File: src/fcwh_pkg.sv
// Shared types and constants for the fan curve block.
package fcwh_pkg;

   localparam int unsigned PCT_W     = 7;
   localparam int unsigned SPEED_W   = 8;
   localparam int unsigned PCT_SCALE = 100;
   localparam int unsigned CSR_IDX_W = 3;

   localparam int MIN_TEMP_RST  = 400;
   localparam int MAX_TEMP_RST  = 1120;
   localparam logic [PCT_W-1:0] SPEED_LO_RST  = 7'd10;
   localparam logic [PCT_W-1:0] SPEED_HI_RST  = 7'd100;
   localparam logic [PCT_W-1:0] DROP_BAND_RST = 7'd5;
   localparam logic [PCT_W-1:0] MAX_DROP_RST  = 7'd10;
   localparam logic [SPEED_W-1:0] LAST_SPEED_RST = 8'hFF;

   typedef enum logic [CSR_IDX_W-1:0] {
      CSR_MIN_TEMP  = 3'd0,
      CSR_MAX_TEMP  = 3'd1,
      CSR_SPEED_LO  = 3'd2,
      CSR_SPEED_HI  = 3'd3,
      CSR_DROP_BAND = 3'd4,
      CSR_MAX_DROP  = 3'd5
   } csr_index_type;

   // divider status seen by the sequencer
   typedef struct packed {
      logic busy;
      logic done;
   } div_stat_type;

endpackage

File: src/fcwh_div.sv
// Restoring divider, one quotient bit per cycle.
module fcwh_div #(
   parameter int unsigned NUM_W = 23,
   parameter int unsigned DEN_W = 16
) (
   input  logic                 clock,
   input  logic                 reset,
   input  logic                 start,
   input  logic [NUM_W-1:0]     dividend,
   input  logic [DEN_W-1:0]     divisor,
   output logic [NUM_W-1:0]     quotient,
   output fcwh_pkg::div_stat_type stat
);
   import fcwh_pkg::*;

   localparam int unsigned CNT_W = $clog2(NUM_W + 1);

   logic [NUM_W-1:0] quo_ff, quo_in;
   logic [DEN_W-1:0] rem_ff, rem_in;
   logic [DEN_W-1:0] den_ff;
   logic [CNT_W-1:0] cnt_ff;
   logic             busy_ff, done_ff;
   logic [DEN_W:0]   trial;

   assign trial = {rem_ff, quo_ff[NUM_W-1]} - {1'b0, den_ff};

   always_comb begin
      if (!trial[DEN_W]) begin
         rem_in = trial[DEN_W-1:0];
         quo_in = {quo_ff[NUM_W-2:0], 1'b1};
      end else begin
         rem_in = {rem_ff[DEN_W-2:0], quo_ff[NUM_W-1]};
         quo_in = {quo_ff[NUM_W-2:0], 1'b0};
      end
   end

   always_ff @(posedge clock) begin
      if (reset) begin
         busy_ff <= 1'b0;
         done_ff <= 1'b0;
         cnt_ff  <= '0;
      end else begin
         done_ff <= 1'b0;
         if (start) begin
            busy_ff <= 1'b1;
            cnt_ff  <= CNT_W'(NUM_W - 1);
         end else if (busy_ff) begin
            if (cnt_ff == '0) begin
               busy_ff <= 1'b0;
               done_ff <= 1'b1;
            end else begin
               cnt_ff <= cnt_ff - 1'b1;
            end
         end
      end
   end

   always_ff @(posedge clock) begin
      if (start) begin
         quo_ff <= dividend;
         rem_ff <= '0;
         den_ff <= divisor;
      end else if (busy_ff) begin
         quo_ff <= quo_in;
         rem_ff <= rem_in;
      end
   end

   assign quotient  = quo_ff;
   assign stat.busy = busy_ff;
   assign stat.done = done_ff;

endmodule

File: src/fan_curve_with_hysteresis_core.sv
// Top level: linear fan curve with drop hysteresis and slew limit.
// Each temperature sample maps linearly onto a fan percentage between the lower and upper speed
// limits, and the commanded speed rises at once but falls only past drop_band, by at most
// max_drop per sample. A sample passes from acceptance to result through the setup states S_PREP
// and S_MUL, a wait in S_DIV on the bit-serial restoring divider until its done flag, and the
// finishing state S_FIN; an empty curve skips the divider. req_tready is low while a sample is in
// work, so a new sample is taken only once the last one has finished. A result waits in the
// output register, and the next sample is taken meanwhile; the finishing state holds until the
// result slot is free. Write configuration only while no sample is in work; the first result
// after reset always sets write_fans.
module fan_curve_with_hysteresis_core #(
   parameter int unsigned TEMP_WIDTH = 16
) (
   input  logic clock,
   input  logic reset,
   // req_tdata: temperature[TEMP_WIDTH-1:0], zero padding above
   input  logic                                req_tvalid,
   output logic                                req_tready,
   input  logic [((TEMP_WIDTH+7)/8)*8-1:0]     req_tdata,
   // rsp_tdata: speed_percent[6:0], target_percent[13:7], write_fans[14], zero[15]
   output logic                                rsp_tvalid,
   input  logic                                rsp_tready,
   output logic [15:0]                         rsp_tdata,
   input  logic                                csr_we,
   input  logic [fcwh_pkg::CSR_IDX_W-1:0]      csr_index,
   input  logic [TEMP_WIDTH-1:0]               csr_wdata
);
   import fcwh_pkg::*;

   localparam int unsigned NUM_W = TEMP_WIDTH + 7;

   typedef enum logic [2:0] {
      S_IDLE,
      S_PREP,
      S_MUL,
      S_DIV,
      S_FIN
   } state_type;

   state_type state_ff;

   logic signed [TEMP_WIDTH-1:0] min_temp_ff, max_temp_ff, temp_ff;
   logic [PCT_W-1:0]   speed_lo_ff, speed_hi_ff, drop_band_ff, max_drop_ff;
   logic [SPEED_W-1:0] last_speed_ff;
   logic [TEMP_WIDTH:0] diff_ff, range_ff;
   logic                empty_ff;
   logic                rsp_tvalid_ff;
   logic [PCT_W-1:0]    rsp_speed_ff, rsp_target_ff;
   logic                rsp_write_ff;

   logic                div_start;
   logic [NUM_W-1:0]    div_num;
   logic [NUM_W-1:0]    div_quo;
   div_stat_type        div_stat;

   logic                diff_pos, range_pos;
   logic [SPEED_W-1:0]  q_sat, q_lo;
   logic [PCT_W-1:0]    target;
   logic signed [SPEED_W:0] last9, tgt9, drop9, floor9, new9;
   logic                do_write;
   logic                out_free;
   logic                req_take;

   assign req_tready = (state_ff == S_IDLE);
   assign req_take   = req_tvalid && req_tready;
   assign out_free   = !rsp_tvalid_ff || rsp_tready;

   assign diff_pos  = !diff_ff[TEMP_WIDTH] && (diff_ff != '0);
   assign range_pos = !range_ff[TEMP_WIDTH] && (range_ff != '0);
   assign div_num   = diff_pos ? NUM_W'(diff_ff[TEMP_WIDTH-1:0]) * NUM_W'(PCT_SCALE) : '0;
   assign div_start = (state_ff == S_MUL) && range_pos;

   fcwh_div #(
      .NUM_W (NUM_W),
      .DEN_W (TEMP_WIDTH)
   ) u_div (
      .clock    (clock),
      .reset    (reset),
      .start    (div_start),
      .dividend (div_num),
      .divisor  (range_ff[TEMP_WIDTH-1:0]),
      .quotient (div_quo),
      .stat     (div_stat)
   );

   // curve target: saturate the quotient, then lower limit, then upper limit; an empty curve gives the upper limit
   always_comb begin
      q_sat = (|div_quo[NUM_W-1:SPEED_W]) ? '1 : div_quo[SPEED_W-1:0];
      q_lo  = (q_sat < {1'b0, speed_lo_ff}) ? {1'b0, speed_lo_ff} : q_sat;
      if (empty_ff) begin
         target = speed_hi_ff;
      end else if (q_lo > {1'b0, speed_hi_ff}) begin
         target = speed_hi_ff;
      end else begin
         target = q_lo[PCT_W-1:0];
      end
   end

   // hysteresis and slew limit, 9-bit signed
   always_comb begin
      last9    = {last_speed_ff[SPEED_W-1], last_speed_ff};
      tgt9     = {2'b00, target};
      drop9    = last9 - tgt9;
      floor9   = last9 - $signed({2'b00, max_drop_ff});
      do_write = (tgt9 > last9) || (drop9 > $signed({2'b00, drop_band_ff}));
      if (tgt9 < last9) begin
         new9 = (tgt9 > floor9) ? tgt9 : floor9;
      end else begin
         new9 = tgt9;
      end
   end

   always_ff @(posedge clock) begin
      if (reset) begin
         state_ff      <= S_IDLE;
         rsp_tvalid_ff <= 1'b0;
         last_speed_ff <= LAST_SPEED_RST;
         min_temp_ff   <= TEMP_WIDTH'(MIN_TEMP_RST);
         max_temp_ff   <= TEMP_WIDTH'(MAX_TEMP_RST);
         speed_lo_ff   <= SPEED_LO_RST;
         speed_hi_ff   <= SPEED_HI_RST;
         drop_band_ff  <= DROP_BAND_RST;
         max_drop_ff   <= MAX_DROP_RST;
      end else begin
         if ((state_ff == S_FIN) && out_free) begin
            rsp_tvalid_ff <= 1'b1;
         end else if (rsp_tvalid_ff && rsp_tready) begin
            rsp_tvalid_ff <= 1'b0;
         end
         if (csr_we) begin
            case (csr_index)
               CSR_MIN_TEMP:  min_temp_ff  <= csr_wdata;
               CSR_MAX_TEMP:  max_temp_ff  <= csr_wdata;
               CSR_SPEED_LO:  speed_lo_ff  <= csr_wdata[PCT_W-1:0];
               CSR_SPEED_HI:  speed_hi_ff  <= csr_wdata[PCT_W-1:0];
               CSR_DROP_BAND: drop_band_ff <= csr_wdata[PCT_W-1:0];
               CSR_MAX_DROP:  max_drop_ff  <= csr_wdata[PCT_W-1:0];
               default: ;
            endcase
         end
         case (state_ff)
            S_IDLE: begin
               if (req_take) begin
                  temp_ff  <= req_tdata[TEMP_WIDTH-1:0];
                  state_ff <= S_PREP;
               end
            end
            S_PREP: begin
               diff_ff  <= {temp_ff[TEMP_WIDTH-1], temp_ff}
                           - {min_temp_ff[TEMP_WIDTH-1], min_temp_ff};
               range_ff <= {max_temp_ff[TEMP_WIDTH-1], max_temp_ff}
                           - {min_temp_ff[TEMP_WIDTH-1], min_temp_ff};
               state_ff <= S_MUL;
            end
            S_MUL: begin
               empty_ff <= !range_pos;
               state_ff <= range_pos ? S_DIV : S_FIN;
            end
            S_DIV: begin
               if (div_stat.done) begin
                  state_ff <= S_FIN;
               end
            end
            S_FIN: begin
               if (out_free) begin
                  if (do_write) begin
                     last_speed_ff <= new9[SPEED_W-1:0];
                  end
                  rsp_speed_ff  <= do_write ? new9[PCT_W-1:0] : last_speed_ff[PCT_W-1:0];
                  rsp_target_ff <= target;
                  rsp_write_ff  <= do_write;
                  state_ff      <= S_IDLE;
               end
            end
            default: state_ff <= S_IDLE;
         endcase
      end
   end

   assign rsp_tvalid = rsp_tvalid_ff;
   assign rsp_tdata  = {1'b0, rsp_write_ff, rsp_target_ff, rsp_speed_ff};

`ifndef SYNTH
   // no new sample while one is in work
   a_one_in_flight: assert property (@(posedge clock) disable iff (reset)
      req_take |=> !req_tready)
      else $error("sample accepted while busy");

   // commanded speed is never left negative once a result has been shown
   a_speed_valid: assert property (@(posedge clock) disable iff (reset)
      rsp_tvalid_ff |-> !last_speed_ff[SPEED_W-1])
      else $error("negative commanded speed");

   // the sequencer waits in the divide state only while the divider runs or has just finished
   a_div_owned: assert property (@(posedge clock) disable iff (reset)
      (state_ff == S_DIV) |-> (div_stat.busy || div_stat.done))
      else $error("divider idle during divide state");

   a_div_start: assert property (@(posedge clock) disable iff (reset)
      div_start |=> (state_ff == S_DIV) && div_stat.busy)
      else $error("divider start out of sequence");
`endif

endmodule
File: config.mk
export PLATFORM = sky130hd
export DESIGN_NAME = fan_curve_with_hysteresis_core
export DESIGN_NICKNAME = d
export VERILOG_FILES = /design/src/fcwh_pkg.sv /design/src/fcwh_div.sv /design/src/fan_curve_with_hysteresis_core.sv
export SDC_FILE = /design/constraint.sdc
export NUM_CORES = 1
export LEC_CHECK = 0
export BUFFER_PORTS_ARGS = -buffer_cell sky130_fd_sc_hd__buf_2
export CAP_MARGIN = 20
export CORE_UTILIZATION = 25
export DETAILED_ROUTE_END_ITERATION = 16
export GPL_ROUTABILITY_DRIVEN = 1
export SLEW_MARGIN = 10
export SYNTH_ARGS = -nofsm -noshare
export SYNTH_HDL_FRONTEND = slang
export SYNTH_SLANG_ARGS = --single-unit
File: constraint.sdc
create_clock -name clock -period 8 [get_ports clock]
set_input_delay 0.8 -clock clock [delete_from_list [all_inputs] [get_ports clock]]
set_output_delay 0.8 -clock clock [all_outputs]
set_load 0.01 [all_outputs]
Word level (Yosys, flattened, before mapping). Cells that the tools add are included.

Logic and storage cells: 114. Register bits after elaboration: 200. Bits of input ports: 40.

Add/sub/neg operators: 6. Bitwise gates (word level): 3. Magnitude comparators: 6. Multipliers: 1. Equal/unequal tests: 13. Multiplexer cells: 26. Reductions and logical operators: 36.

Operators by type and width (count): $mux 23 (3); $reduce_bool 17->1 (2); $sub 16x16->17 (2); $mux 8 (4); $mul 16x5->21 const B (1); $mux 7 (3); $reduce_and 2->1 (10); $sub 8x8->9 (2); $sub 17x16->17 (1); $mux 16 (1); $mux 5 (3); $pmux 3 s5 (1); $reduce_or 15->1 (1); $eq 3x2->1 const B (4); $mux 3 (4); $reduce_and 3->1 (4); $eq 3x3->1 const B (3); $gt 8x9->1 (1); $gt 9x8->1 (1); $gt 8x7->1 (1); $gt 8x8->1 (1); $lt 8x7->1 (1); $lt 8x8->1 (1); $mux 1 (7); 13 further kinds (29).

Depth between registers and ports, before layout. Gate-level depths: netlist (run 1).

Word-level depth: 11. Mapped depth: 34. Gate-level depth less buffers: 34.

Modules after synthesis. A second synthesis (run 1) with hierarchy kept.

Cell total of the unflattened synthesis: 1367. Area total of the unflattened synthesis: 12982.5 um^2.

By module, submodules not included: fan_curve_with_hysteresis_core (area each 9635.5 um^2, sequential area each 3423.3 um^2, instances 1, cells an instance 1057); fcwh_div (area each 3347.0 um^2, sequential area each 1631.6 um^2, instances 1, cells an instance 310).

Least setup slack after synthesis (run 1). Ideal clock, no wire load.

Kind: register to register. From: register u_div.quo_ff[15], in the netlist u_div.quotient[15]. To: register last_speed_ff[3]. Data arrival time: 7285 ps. Library setup time: 120 ps. Path slack: 596 ps. Clock period less this slack: 7404 ps. Data required time: 7880 ps. Stages on the path, launching flop included: 33. Path through: edfxtp_1 nor4_2 nand4_2 or2_2 ha_1 a21o_2 a2111oi_4 o21ai_2 mux2_2 ha_1 o21ai_0 a21oi_1 o211ai_1 a31oi_1 nor4_2 mux2i_1 inv_1 ha_1 fa_1 nor2b_1 o21ai_0 nand2b_1 a31oi_1 xnor2_1 ha_1 a211oi_1 o21ai_0 a21oi_1 nor2_1 a2111oi_2 nor2_1 or3_1 o31a_1.

Word-level cells in the longest chain between the ends: 11. Elaborated cells between the ends (all ways): 16.

Ends and longest elaborated chain: start, declared (line fcwh_div.sv:18) `logic [NUM_W-1:0] quo_ff, quo_in;`; start signal, assigned (line fcwh_div.sv:60) `quo_ff <= dividend;`; start signal, assigned (line fcwh_div.sv:64) `quo_ff <= quo_in;`; $reduce_or 15->1 (*) (line fan_curve_with_hysteresis_core.sv:88) `q_sat = (|div_quo[NUM_W-1:SPEED_W]) ? '1 : div_quo[SPEED_W-1:0];`; $mux 8 (*) (line fan_curve_with_hysteresis_core.sv:88); $lt 8x7->1 (line fan_curve_with_hysteresis_core.sv:89) `q_lo = (q_sat < {1'b0, speed_lo_ff}) ? {1'b0, speed_lo_ff} : q_sat;`; $mux 8 (*) (line fan_curve_with_hysteresis_core.sv:89); $gt 8x7->1 (line fan_curve_with_hysteresis_core.sv:92) `end else if (q_lo > {1'b0, speed_hi_ff}) begin`; $mux 7 (*) (line fan_curve_with_hysteresis_core.sv:92); $mux 7 (*) (line fan_curve_with_hysteresis_core.sv:90) `if (empty_ff) begin`; named net target[0] (line fan_curve_with_hysteresis_core.sv:58) `logic [PCT_W-1:0] target;`; $sub 8x8->9 (line fan_curve_with_hysteresis_core.sv:103) `drop9 = last9 - tgt9;`; $gt 9x8->1 (line fan_curve_with_hysteresis_core.sv:105) `do_write = (tgt9 > last9) || (drop9 > $signed({2'b00, drop_band_ff}));`; $logic_or 1x1->1 (line fan_curve_with_hysteresis_core.sv:105); $reduce_and 3->1 (no source line); end signal, assigned (line fan_curve_with_hysteresis_core.sv:167) `last_speed_ff <= new9[SPEED_W-1:0];`; end, declared (line fan_curve_with_hysteresis_core.sv:44) `logic [SPEED_W-1:0] last_speed_ff;`.

The timed path passes the listed nets; every way through them passes the cells marked *. A chain may end at the register's enable or synchronous reset.

Worst setup path after layout (run 1).
From: register u_div.quo_ff[22], in the netlist u_div.quotient[22]. To: register rsp_speed_ff[1], data pin.

Word-level cells in the longest chain between the ends: 11. Elaborated cells between the ends (all ways): 16.

Ends and longest elaborated chain: $reduce_or 15->1 (*) (line fan_curve_with_hysteresis_core.sv:88); $mux 8 (*) (line fan_curve_with_hysteresis_core.sv:88); $lt 8x7->1 (line fan_curve_with_hysteresis_core.sv:89); $mux 8 (*) (line fan_curve_with_hysteresis_core.sv:89); $gt 8x7->1 (line fan_curve_with_hysteresis_core.sv:92); $mux 7 (*) (line fan_curve_with_hysteresis_core.sv:92); $mux 7 (*) (line fan_curve_with_hysteresis_core.sv:90); named net target[1] (line fan_curve_with_hysteresis_core.sv:58); $sub 8x8->9 (line fan_curve_with_hysteresis_core.sv:103); $gt 9x8->1 (line fan_curve_with_hysteresis_core.sv:105); $logic_or 1x1->1 (*) (line fan_curve_with_hysteresis_core.sv:105); named net do_write (line fan_curve_with_hysteresis_core.sv:60) `logic do_write;`; $mux 7 (*) (line fan_curve_with_hysteresis_core.sv:169) `rsp_speed_ff <= do_write ? new9[PCT_W-1:0] : last_speed_ff[PCT_W-1:0];`; end signal, assigned (line fan_curve_with_hysteresis_core.sv:169); end, declared (line fan_curve_with_hysteresis_core.sv:48) `logic [PCT_W-1:0] rsp_speed_ff, rsp_target_ff;`.

Marked as above.

==> results of run 1 <==
[state kept, by name, summed over array words and instances (netlist names)]
register	flops
speed_hi_ff	7
rsp_speed_ff	7
drop_band_ff	7
max_temp_ff	16
state_ff	3
u_div.done_ff	1
rsp_target_ff	7
last_speed_ff	8
u_div.quotient	23
rsp_write_ff	1
temp_ff	16
diff_ff	17
min_temp_ff	16
empty_ff	1
max_drop_ff	7
u_div.busy_ff	1
speed_lo_ff	7
u_div.cnt_ff	5
rsp_tvalid	1
u_div.den_ff	16
u_div.rem_ff	16
range_ff	17
[path summary, 6_finish.rpt]
kind / from / to / slack, ps / depth (start not counted)
max: u_div.quotient[22] / rsp_speed_ff[1] / 410 / 30
min: min_temp_ff[15] / min_temp_ff[15] / 460 / 2
max reg2reg: u_div.quotient[22] / rsp_speed_ff[1] / 410 / 30
min reg2reg: min_temp_ff[15] / min_temp_ff[15] / 460 / 2
[through the flow]
stage               hold WS, ps  cells  utilization  setup TNS, ps  setup WS (ps)
CTS                         460   2054        0.286              0            120
global placement            446   2022        0.274              0            406
global route                479   2065        0.290           -208          -40.5
detailed placement          450   2022        0.274              0            223
floorplan                   427   1321            -              0            596
finish                      457   2065        0.290              0            408
[layout by cell type, fill, tap and decap left out, types with 18 or more instances in the layout]
cell / Yosys / routed
o21ai_0: 55 / 55
edfxtp_1: 105 / 105
mux2i_1: 42 / 40
nor2b_1: 18 / 18
buf_2: 2 / 56
inv_1: 157 / 157
nand3_1: 28 / 28
dfxtp_1: 95 / 95
xnor2_1: 45 / 45
nand2b_1: 22 / 22
a21oi_1: 93 / 92
nor3_1: 28 / 27
ha_1: 152 / 152
nor2_1: 81 / 79
clkbuf_16: 0 / 21
nand2_1: 122 / 122
[repair_timing]
action / 4_1_cts / 5_1_grt
hold buffers: 0 / 0
gates resized for setup: 0 / 12
setup endpoints to repair: 0 / 16
buffers inserted: 0 / 9
[per-layer routing]
layer / GRT usage / share of wire / up-vias
met2: 0.185 / 0.46 / 150
met3: 0.0172 / 0.029 / 29
met5: 0 / 0 / -
met1: 0.154 / 0.49 / 4405
met4: 0.0351 / 0.018 / 0
li1: - / - / 4774
[critical path: cells and delay by family (launching register included)]
kind            cells  cell delay [ps]
compound gates     12             2140
xor+xnor            1              230
fa+ha+maj           4             1370
buf+inv             3              640
flops               1              430
mux                 3             1010
simple gates        7             1510
[final cells by class]
type	instances	share of cell area
flip-flops and latches	200	0.348
inverters	159	0.0410
clock inverters	7	0.00336
clock buffers	25	0.0385
multi-input cells	928	0.482
repair buffers	74	0.0293
well taps	672	0.0578
[logic make-up (layout without fill, tap and decap cells)]
kind of cell / count (synthesis) / in the layout / share of synthesized area
xor+xnor: 57 / 57 / 0.0393
compound gates: 277 / 277 / 0.142
mux: 58 / 58 / 0.0484
flops: 200 / 200 / 0.397
other cells: 1 / 1 / 0.000295
buf+inv: 193 / 265 / 0.0583
fa+ha+maj: 168 / 168 / 0.175
simple gates: 367 / 367 / 0.139
[power breakdown]
part / total [mW] / internal, mW / switching [mW]
registers: 1.22 / 1.16 / 0.0611
clock network: 0.875 / 0.492 / 0.383
logic: 0.832 / 0.369 / 0.463
==> out/metrics.cfg, run 1 <==
[synth]
ys_top_cells_by_count=inv_1 (157), ha_1 (152), nand2_1 (122)
syn_area_mm2=0.0127
syn_avg_cell_area_um2=9.63
synth.distinct_cells=72
synth.area.top_cells=edfxtp_1 (25%), dfxtp_1 (15%), ha_1 (15%)
postSynthNetCount=1529
synth.largest_area_cell=edfxtp_1
synth_top_flop_cell=edfxtp_1
yosysWarnings=0
seq_area_frac_synth=0.397
synth_most_common_cell=inv_1
async_reset_ff_frac=0
syn_inst=1321
synth-edff-count=105
synth_top_area_frac=0.248
synth-seq-cells=200

[pwr]
power_density_mw_per_mm2=201
power_mw=2.93
vdd_drop_max_mv=0.139
p_leak_nw=5.88

[global_route]
grt.total_usage=0.114
grt_max_degree=70
antenna_found_initial=0
overflow=0
grt_pass1_wl_um=46700
grt_pass1_vias=9018

[place]
gp_congestion=0.847
dpl_cell_area_mm2=0.0138
dp_hpwl_um=22500
port_buffers=56

[timing]
max_slew_margin=0.264
slew_violations=0
fin_crit_ps=7590
hold_viol_final=0
fin_skew_ps=7.07
max_freq_mhz=132
setup_viol=0
finalCritPeriodShare=0.949
worst_pin_slew_ps=1080

[cells_and_area]
fillers=5206
n_antenna_cell=0
multiInputGateArea_mm2=0.00701
stdcell_area_mm2=0.0145
nets=1588
syn_to_final_growth_pct=14.3
regArea_mm2=0.00505
drive_gt1_frac=0.113

[routing]
postRouteAntennaNets=0
vias=9358
drc=0
wirelength_um=28900
drt_first_iter_violations=764
viasPerCell=4.53
drt_first_pass_iters=5
routedWlPerCell_um=14.0

[floorplan]
core_area_mm2=0.0502
start_util=0.253
io_pins=58
die_w_um=228
dieArea_mm2=0.0518
placementRows=82
die_y_um=228

[critical_path]
critPathKind=flip-flop to flip-flop
endpoint_kind=flip-flop
cp_slowest_cell=a2111oi_4
cp_max_fo=8
critPathRequiredTime_ps=8190
critical_path.max_stage_delay_ps=460
cp-start-kind=flip-flop
cp.arrival_ps=7780

[clock_network]
clockRootBuffer=clkbuf_16
clockBufferDepth=2
cts_max_level=4
cts_tree=yes
path_clk_slew_ps=70
clk_latency_ps=430
clock_sinks=200
numCtsBuffers=17

[job]
drv_cap=0

[min_path]
hold_class=flip-flop to flip-flop

[status]
status=complete, no violations

Power figures use the tool's default switching activity.
==> run 2, diff against run 1 <==
==> constraint.sdc (replaced) <==
create_clock -name clock -period 7.3 [get_ports clock]
set_input_delay 0.73 -clock clock [delete_from_list [all_inputs] [get_ports clock]]
set_output_delay 0.73 -clock clock [all_outputs]
set_load 0.01 [all_outputs]
==> out/metrics.cfg, run 2 (same netlist as run 1, synthesis figures left out) <==
[routing]
routedWlPerCell_um=14.0  ; about the same
drc=0  ; unchanged
vias=9516  ; +1.7%
drt_first_iter_violations=597  ; -22%
viasPerCell=4.58  ; +0.96%
drt_first_pass_iters=4  ; -1
postRouteAntennaNets=0  ; unchanged
wirelength_um=29100  ; +0.73%

[place]
dp_hpwl_um=22200  ; -1.1%
port_buffers=56  ; unchanged
gp_congestion=0.869  ; +2.6%
dp_slack_ps=-55.1  ; -278 ps

[floorplan]
core_area_mm2=0.0502  ; unchanged
dieArea_mm2=0.0518  ; unchanged
die_w_um=228  ; unchanged
io_pins=58  ; unchanged
start_util=0.253  ; unchanged
placementRows=82  ; unchanged
die_y_um=228  ; unchanged

[clock_network]
cts_hold_buf=0  ; unchanged
numCtsBuffers=17  ; unchanged
path_clk_slew_ps=80  ; about the same
clockBufferDepth=2  ; unchanged
cts_tree=yes
clk_latency_ps=440  ; about the same
cts_max_level=4  ; unchanged
clock_sinks=200  ; unchanged
clockRootBuffer=clkbuf_16

[critical_path]
cp_slowest_cell=edfxtp_1
cp.arrival_ps=7370  ; -410 ps
r2r_end=rsp_speed_ff[1]
cp-start-kind=flip-flop
rr_startpoint=u_div.quotient[19]
r2r_cells=32  ; +6.7%
critical_path.max_stage_delay_ps=440  ; -20 ps
critPathKind=flip-flop to flip-flop
cp_max_fo=8  ; unchanged
path_common_cell=ha_4
regToRegSetupSlack_ps=130  ; -280 ps
critPathRequiredTime_ps=7500  ; -690 ps
endpoint_kind=flip-flop

[pwr]
switching_share=0.327  ; +0.0177
vdd_drop_max_mv=0.139  ; +0.44%
pwr-share-comb=0.289  ; +0.005
p_leak_nw=5.96  ; +1.4%
power_density_mw_per_mm2=214  ; +6.3%
p_switching_mw=1.04  ; +14%
intPower_mw=2.13  ; +5.4%
seqPwrFrac=0.422  ; +0.005
p_clk_frac=0.289  ; -0.010

[cells_and_area]
syn_to_final_growth_pct=16.3
fillers=5214  ; +0.15%
nets=1603  ; +0.94%
final_cell_mix=inv_1 (157), ha_1 (143), nand2_1 (122), edfxtp_1 (105), dfxtp_1 (95)
utilization=0.295  ; +0.00494
n_antenna_cell=0  ; unchanged
drive_gt1_frac=0.136  ; +0.0229
largest_reg_flops=23  ; unchanged
final_common_cell=inv_1

[global_route]
grt_pass1_vias=9025  ; +0.078%
grt_pass1_wl_um=46100  ; -1.4%
grt_max_degree=70  ; unchanged
grt.total_usage=0.112  ; -0.00150
overflow=0  ; unchanged
antenna_found_initial=0  ; unchanged

[min_path]
hold_class=input port to flip-flop
whs_endpoint=temp_ff[15]
hold_start=req_tdata[15]
hold_depth=1  ; -1

[timing]
hold_viol_final=0  ; unchanged
finalCritPeriodShare=0.983  ; +0.0338
fin_ws_ps=126  ; -282 ps
worst_pin_slew_ps=1050  ; -24.4 ps
fin_skew_ps=11.1  ; +3.99 ps
rsz0062_at_grt=yes
setup_viol=0  ; unchanged
slew_violations=0  ; unchanged
max_freq_mhz=139  ; +5.8%
fin_crit_ps=7170  ; -418 ps
max_slew_margin=0.297  ; +0.0328

[status]
status=complete, no violations

[job]
drv_cap=0  ; unchanged

-- run 2: cell types whose count changed in the layout (fill, tap and decap cells not counted), sizes merged --
cell and change:
clkinvlp +1, nor2 +1, buf +14, clkbuf -8
clkinv +3, inv +4
-- run 2: power by group through the flow --
stage | sequential (mW) | clock (mW) | combinational (mW)
floorplan | 1.34 | 0 | 0.731
global placement | 1.36 | 0 | 0.890
detailed placement | 1.36 | 0 | 0.906
CTS | 1.34 | 0.934 | 0.913
global route | 1.35 | 0.975 | 1.04
finish | 1.34 | 0.916 | 0.915
-- run 2: stage by stage --
| stage | hold WS [ps] | TNS [ps] | std cells | total power [mW] | instance area (um2) |
|---|---|---|---|---|---|
| after floorplan | 427 | 0 | 1321 | 2.07 | 12700 |
| final | 456 | 0 | 2080 | 3.17 | 14800 |
| after global placement | 445 | 0 | 2035 | 2.25 | 13900 |
| after detailed placement | 449 | -264 | 2037 | 2.27 | 13900 |
| after global routing | 439 | -2490 | 2080 | 3.36 | 14800 |
| after CTS | 440 | 0 | 2071 | 3.18 | 14500 |
-- run 2: repair_timing --
action / CTS / global route
pin swaps: 6 / 21
buffers inserted: 2 / 7
gates resized for setup: 5 / 43
gates cloned: 0 / 1
setup endpoints to repair: 13 / 16
-- run 2: worst max-delay path: cells and delay by family, from the launching register on --
kind / cells / cell delay (ps)
AND/OR/NAND/NOR: 7 / 1400
adder cells (fa/ha/maj): 5 / 1310
AO/OA/AOI/OAI: 13 / 2310
XOR/XNOR: 1 / 150
buffers and inverters: 3 / 400
flip-flops: 1 / 440
multiplexers: 3 / 900
-- run 2: area by class of cell --
type	count	area, um2	area share
repair buffers	88	532	0.0360
clock buffers	17	425	0.0288
well taps	672	841	0.0569
flip-flops and latches	200	5050	0.342
inverters	159	602	0.0407
multi-input cells	929	7200	0.487
clock inverters	15	138	0.00931
-- run 2: worst max path at each step --
stage / depth (start not counted) / endpoint / slack (ps) / start
floorplan: 32 / last_speed_ff[3] / 70 / u_div.quotient[15]
global placement: 33 / last_speed_ff[5] / 100 / u_div.quotient[19]
detailed placement: 32 / last_speed_ff[3] / -60 / u_div.quotient[19]
CTS: 32 / rsp_speed_ff[1] / 10 / u_div.quotient[22]
global route: 33 / last_speed_ff[3] / -200 / u_div.quotient[19]
finish: 32 / rsp_speed_ff[1] / 130 / u_div.quotient[19]
-- run 2: routing by layer --
metal  wire, um  up-vias  track usage
met5          0        -            0
met4        442        0       0.0329
met3        649       30       0.0168
met2      13600      137        0.183
met1      14400     4540        0.152
li1           -     4809            -
==> run 3, diff against run 2 <==
--- a/config.mk
+++ b/config.mk
@@ -10,6 +10,7 @@
 export CORE_UTILIZATION = 25
 export DETAILED_ROUTE_END_ITERATION = 16
 export GPL_ROUTABILITY_DRIVEN = 1
+export RECOVER_POWER = 50
 export SLEW_MARGIN = 10
 export SYNTH_ARGS = -nofsm -noshare
 export SYNTH_HDL_FRONTEND = slang
==> constraint.sdc (replaced) <==
create_clock -name clock -period 9.3 [get_ports clock]
set_input_delay 0.93 -clock clock [delete_from_list [all_inputs] [get_ports clock]]
set_output_delay 0.93 -clock clock [all_outputs]
set_load 0.01 [all_outputs]
==> out/metrics.cfg, run 3 (same netlist as run 1, synthesis figures left out) <==
[global_route]
grt_max_degree=70  ; unchanged
antenna_found_initial=0  ; unchanged
grt.total_usage=0.113  ; +0.000410
grt_pass1_wl_um=46200  ; +0.25%
grt_pass1_vias=8973  ; -0.58%
overflow=0  ; unchanged

[clock_network]
cts_max_level=4  ; unchanged
cts_tree=yes
clk_latency_ps=440  ; about the same
clockRootBuffer=clkbuf_16
cts_hold_buf=0  ; unchanged
path_clk_slew_ps=80  ; about the same
cts-resized-gates=0  ; -5
post_cts_buffers=0  ; -2
clock_sinks=200  ; unchanged
numCtsBuffers=17  ; unchanged
clockBufferDepth=2  ; unchanged

[timing]
max_slew_margin=-1.16  ; -1.45
fin_ws_ps=1360  ; +1230 ps
fin_setup_tns_ps=0  ; unchanged
holdWs_ps=462  ; +5.58 ps
worst_pin_slew_ps=3240  ; +2180 ps
rsz0062_at_grt=no
hold_viol_final=0  ; unchanged
setup_viol=0  ; unchanged
fin_skew_ps=11.4  ; +0.368 ps
fin_crit_ps=7940  ; +769 ps
slew_violations=105  ; +105
max_freq_mhz=126  ; -9.7%
finalCritPeriodShare=0.854  ; -0.129

[floorplan]
die_w_um=228  ; unchanged
core_area_mm2=0.0502  ; unchanged
start_util=0.253  ; unchanged
dieArea_mm2=0.0518  ; unchanged
placementRows=82  ; unchanged
die_y_um=228  ; unchanged
io_pins=58  ; unchanged

[min_path]
hold_class=flip-flop to flip-flop
hold_start=max_temp_ff[11]
whs_endpoint=max_temp_ff[11]
hold_depth=2  ; +1

[pwr]
power_density_mw_per_mm2=176  ; -18%
power_mw=2.53  ; -20%
vdd_drop_max_mv=0.134  ; -4.1%
p_leak_nw=5.77  ; -3.1%

[routing]
routed.top_layer=met4
routedWlPerCell_um=14.0  ; +0.17%
postRouteAntennaNets=0  ; unchanged
drc=0  ; unchanged
drt_first_pass_iters=5  ; +1
drt_first_iter_violations=612  ; +2.5%
wl_met2_um=13400  ; -1.5%
vias=9426  ; -0.95%
drt-met1-wl_um=14100  ; -1.7%
wl_met3_um=906  ; +40%
viasPerCell=4.58  ; +0.11%
wirelength_um=28800  ; -0.89%

[cells_and_area]
nets=1581  ; -1.4%
regArea_mm2=0.00505  ; unchanged
drive_gt1_frac=0.0909  ; -0.0455
fillers=5283  ; +1.3%
utilization=0.286  ; -0.00858
final_common_cell=inv_1
final_cell_mix=inv_1 (157), ha_1 (152), nand2_1 (122), edfxtp_1 (105), dfxtp_1 (95)
largest_reg_flops=23  ; unchanged
syn_to_final_growth_pct=12.9
multiInputGateArea_mm2=0.00693  ; -3.8%
n_antenna_cell=0  ; unchanged

[critical_path]
path_common_cell=ha_1
cp_max_fo=10  ; +2
cp.arrival_ps=8270  ; +900 ps
cp-start-kind=flip-flop
critPathRequiredTime_ps=9630  ; +2130 ps
r2r_cells=33  ; +3.1%
critical_path.max_stage_delay_ps=530  ; +90 ps
endpoint_kind=flip-flop
rr_startpoint=u_div.quotient[19]
cp_slowest_cell=a2111oi_2
regToRegSetupSlack_ps=1360  ; +1230 ps
r2r_end=last_speed_ff[3]
critPathKind=flip-flop to flip-flop

[place]
dp_hpwl_um=22300  ; +0.53%
gp_congestion=0.861  ; -0.96%
port_buffers=56  ; unchanged
dp_slack_ps=1400  ; +1460 ps

[status]
violations=capacitance limit, slew limit
status=complete, but fails checks

[job]
drv_cap=2  ; +2

-- run 3: cell count changes in the layout (fill, tap and decap cells not counted), moves of 8 or more --
cell,change
ha_4,-8
buf_4,-25
ha_1,+9
clkbuf_1,+20
buf_2,-16
-- run 3: report_power, final --
group	internal (mW)	leakage (nW)	switching, mW
registers	0.999	1.72	0.0519
clock network	0.399	0.296	0.351
logic	0.322	3.76	0.407
-- run 3: how the worst max path moves through the flow --
stage | to | start | cells after the start
2_1_floorplan | last_speed_ff[3] | u_div.quotient[15] | 32
3_3_place_gp | last_speed_ff[4] | u_div.quotient[19] | 33
3_5_place_dp | last_speed_ff[3] | u_div.quotient[19] | 33
4_1_cts | last_speed_ff[3] | u_div.quotient[19] | 33
5_1_grt | last_speed_ff[3] | u_div.quotient[19] | 34
6_report | last_speed_ff[3] | u_div.quotient[19] | 33
-- run 3: area by class of cell --
| cell class | count | area share |
|---|---|---|
| tap | 672 | 0.0586 |
| clock inverter | 11 | 0.00645 |
| sequential | 200 | 0.352 |
| inverter | 159 | 0.0416 |
| timing repair buffer | 67 | 0.0240 |
| clock buffer | 21 | 0.0351 |
| multi-input combinational | 928 | 0.482 |
-- run 3: routing by layer --
metal | up-vias | global-route usage
li1 | 4762 | -
met1 | 4481 | 0.152
met2 | 154 | 0.186
met3 | 29 | 0.0166
met4 | 0 | 0.0320
met5 | - | 0
-- run 3: stage by stage --
step                cells  area, um2
CTS                  2055      14400
detailed placement   2023      13800
finish               2058      14400
global route         2058      14400
floorplan            1321      12700
global placement     2020      13700
-- run 3: critical path: cells and delay by family (launching register included) --
kind / cells / cell delay (ps)
buffers and inverters: 2 / 340
AO/OA/AOI/OAI: 14 / 2530
XOR/XNOR: 1 / 150
adder cells (fa/ha/maj): 5 / 1560
flip-flops: 1 / 410
AND/OR/NAND/NOR: 9 / 2170
multiplexers: 2 / 680
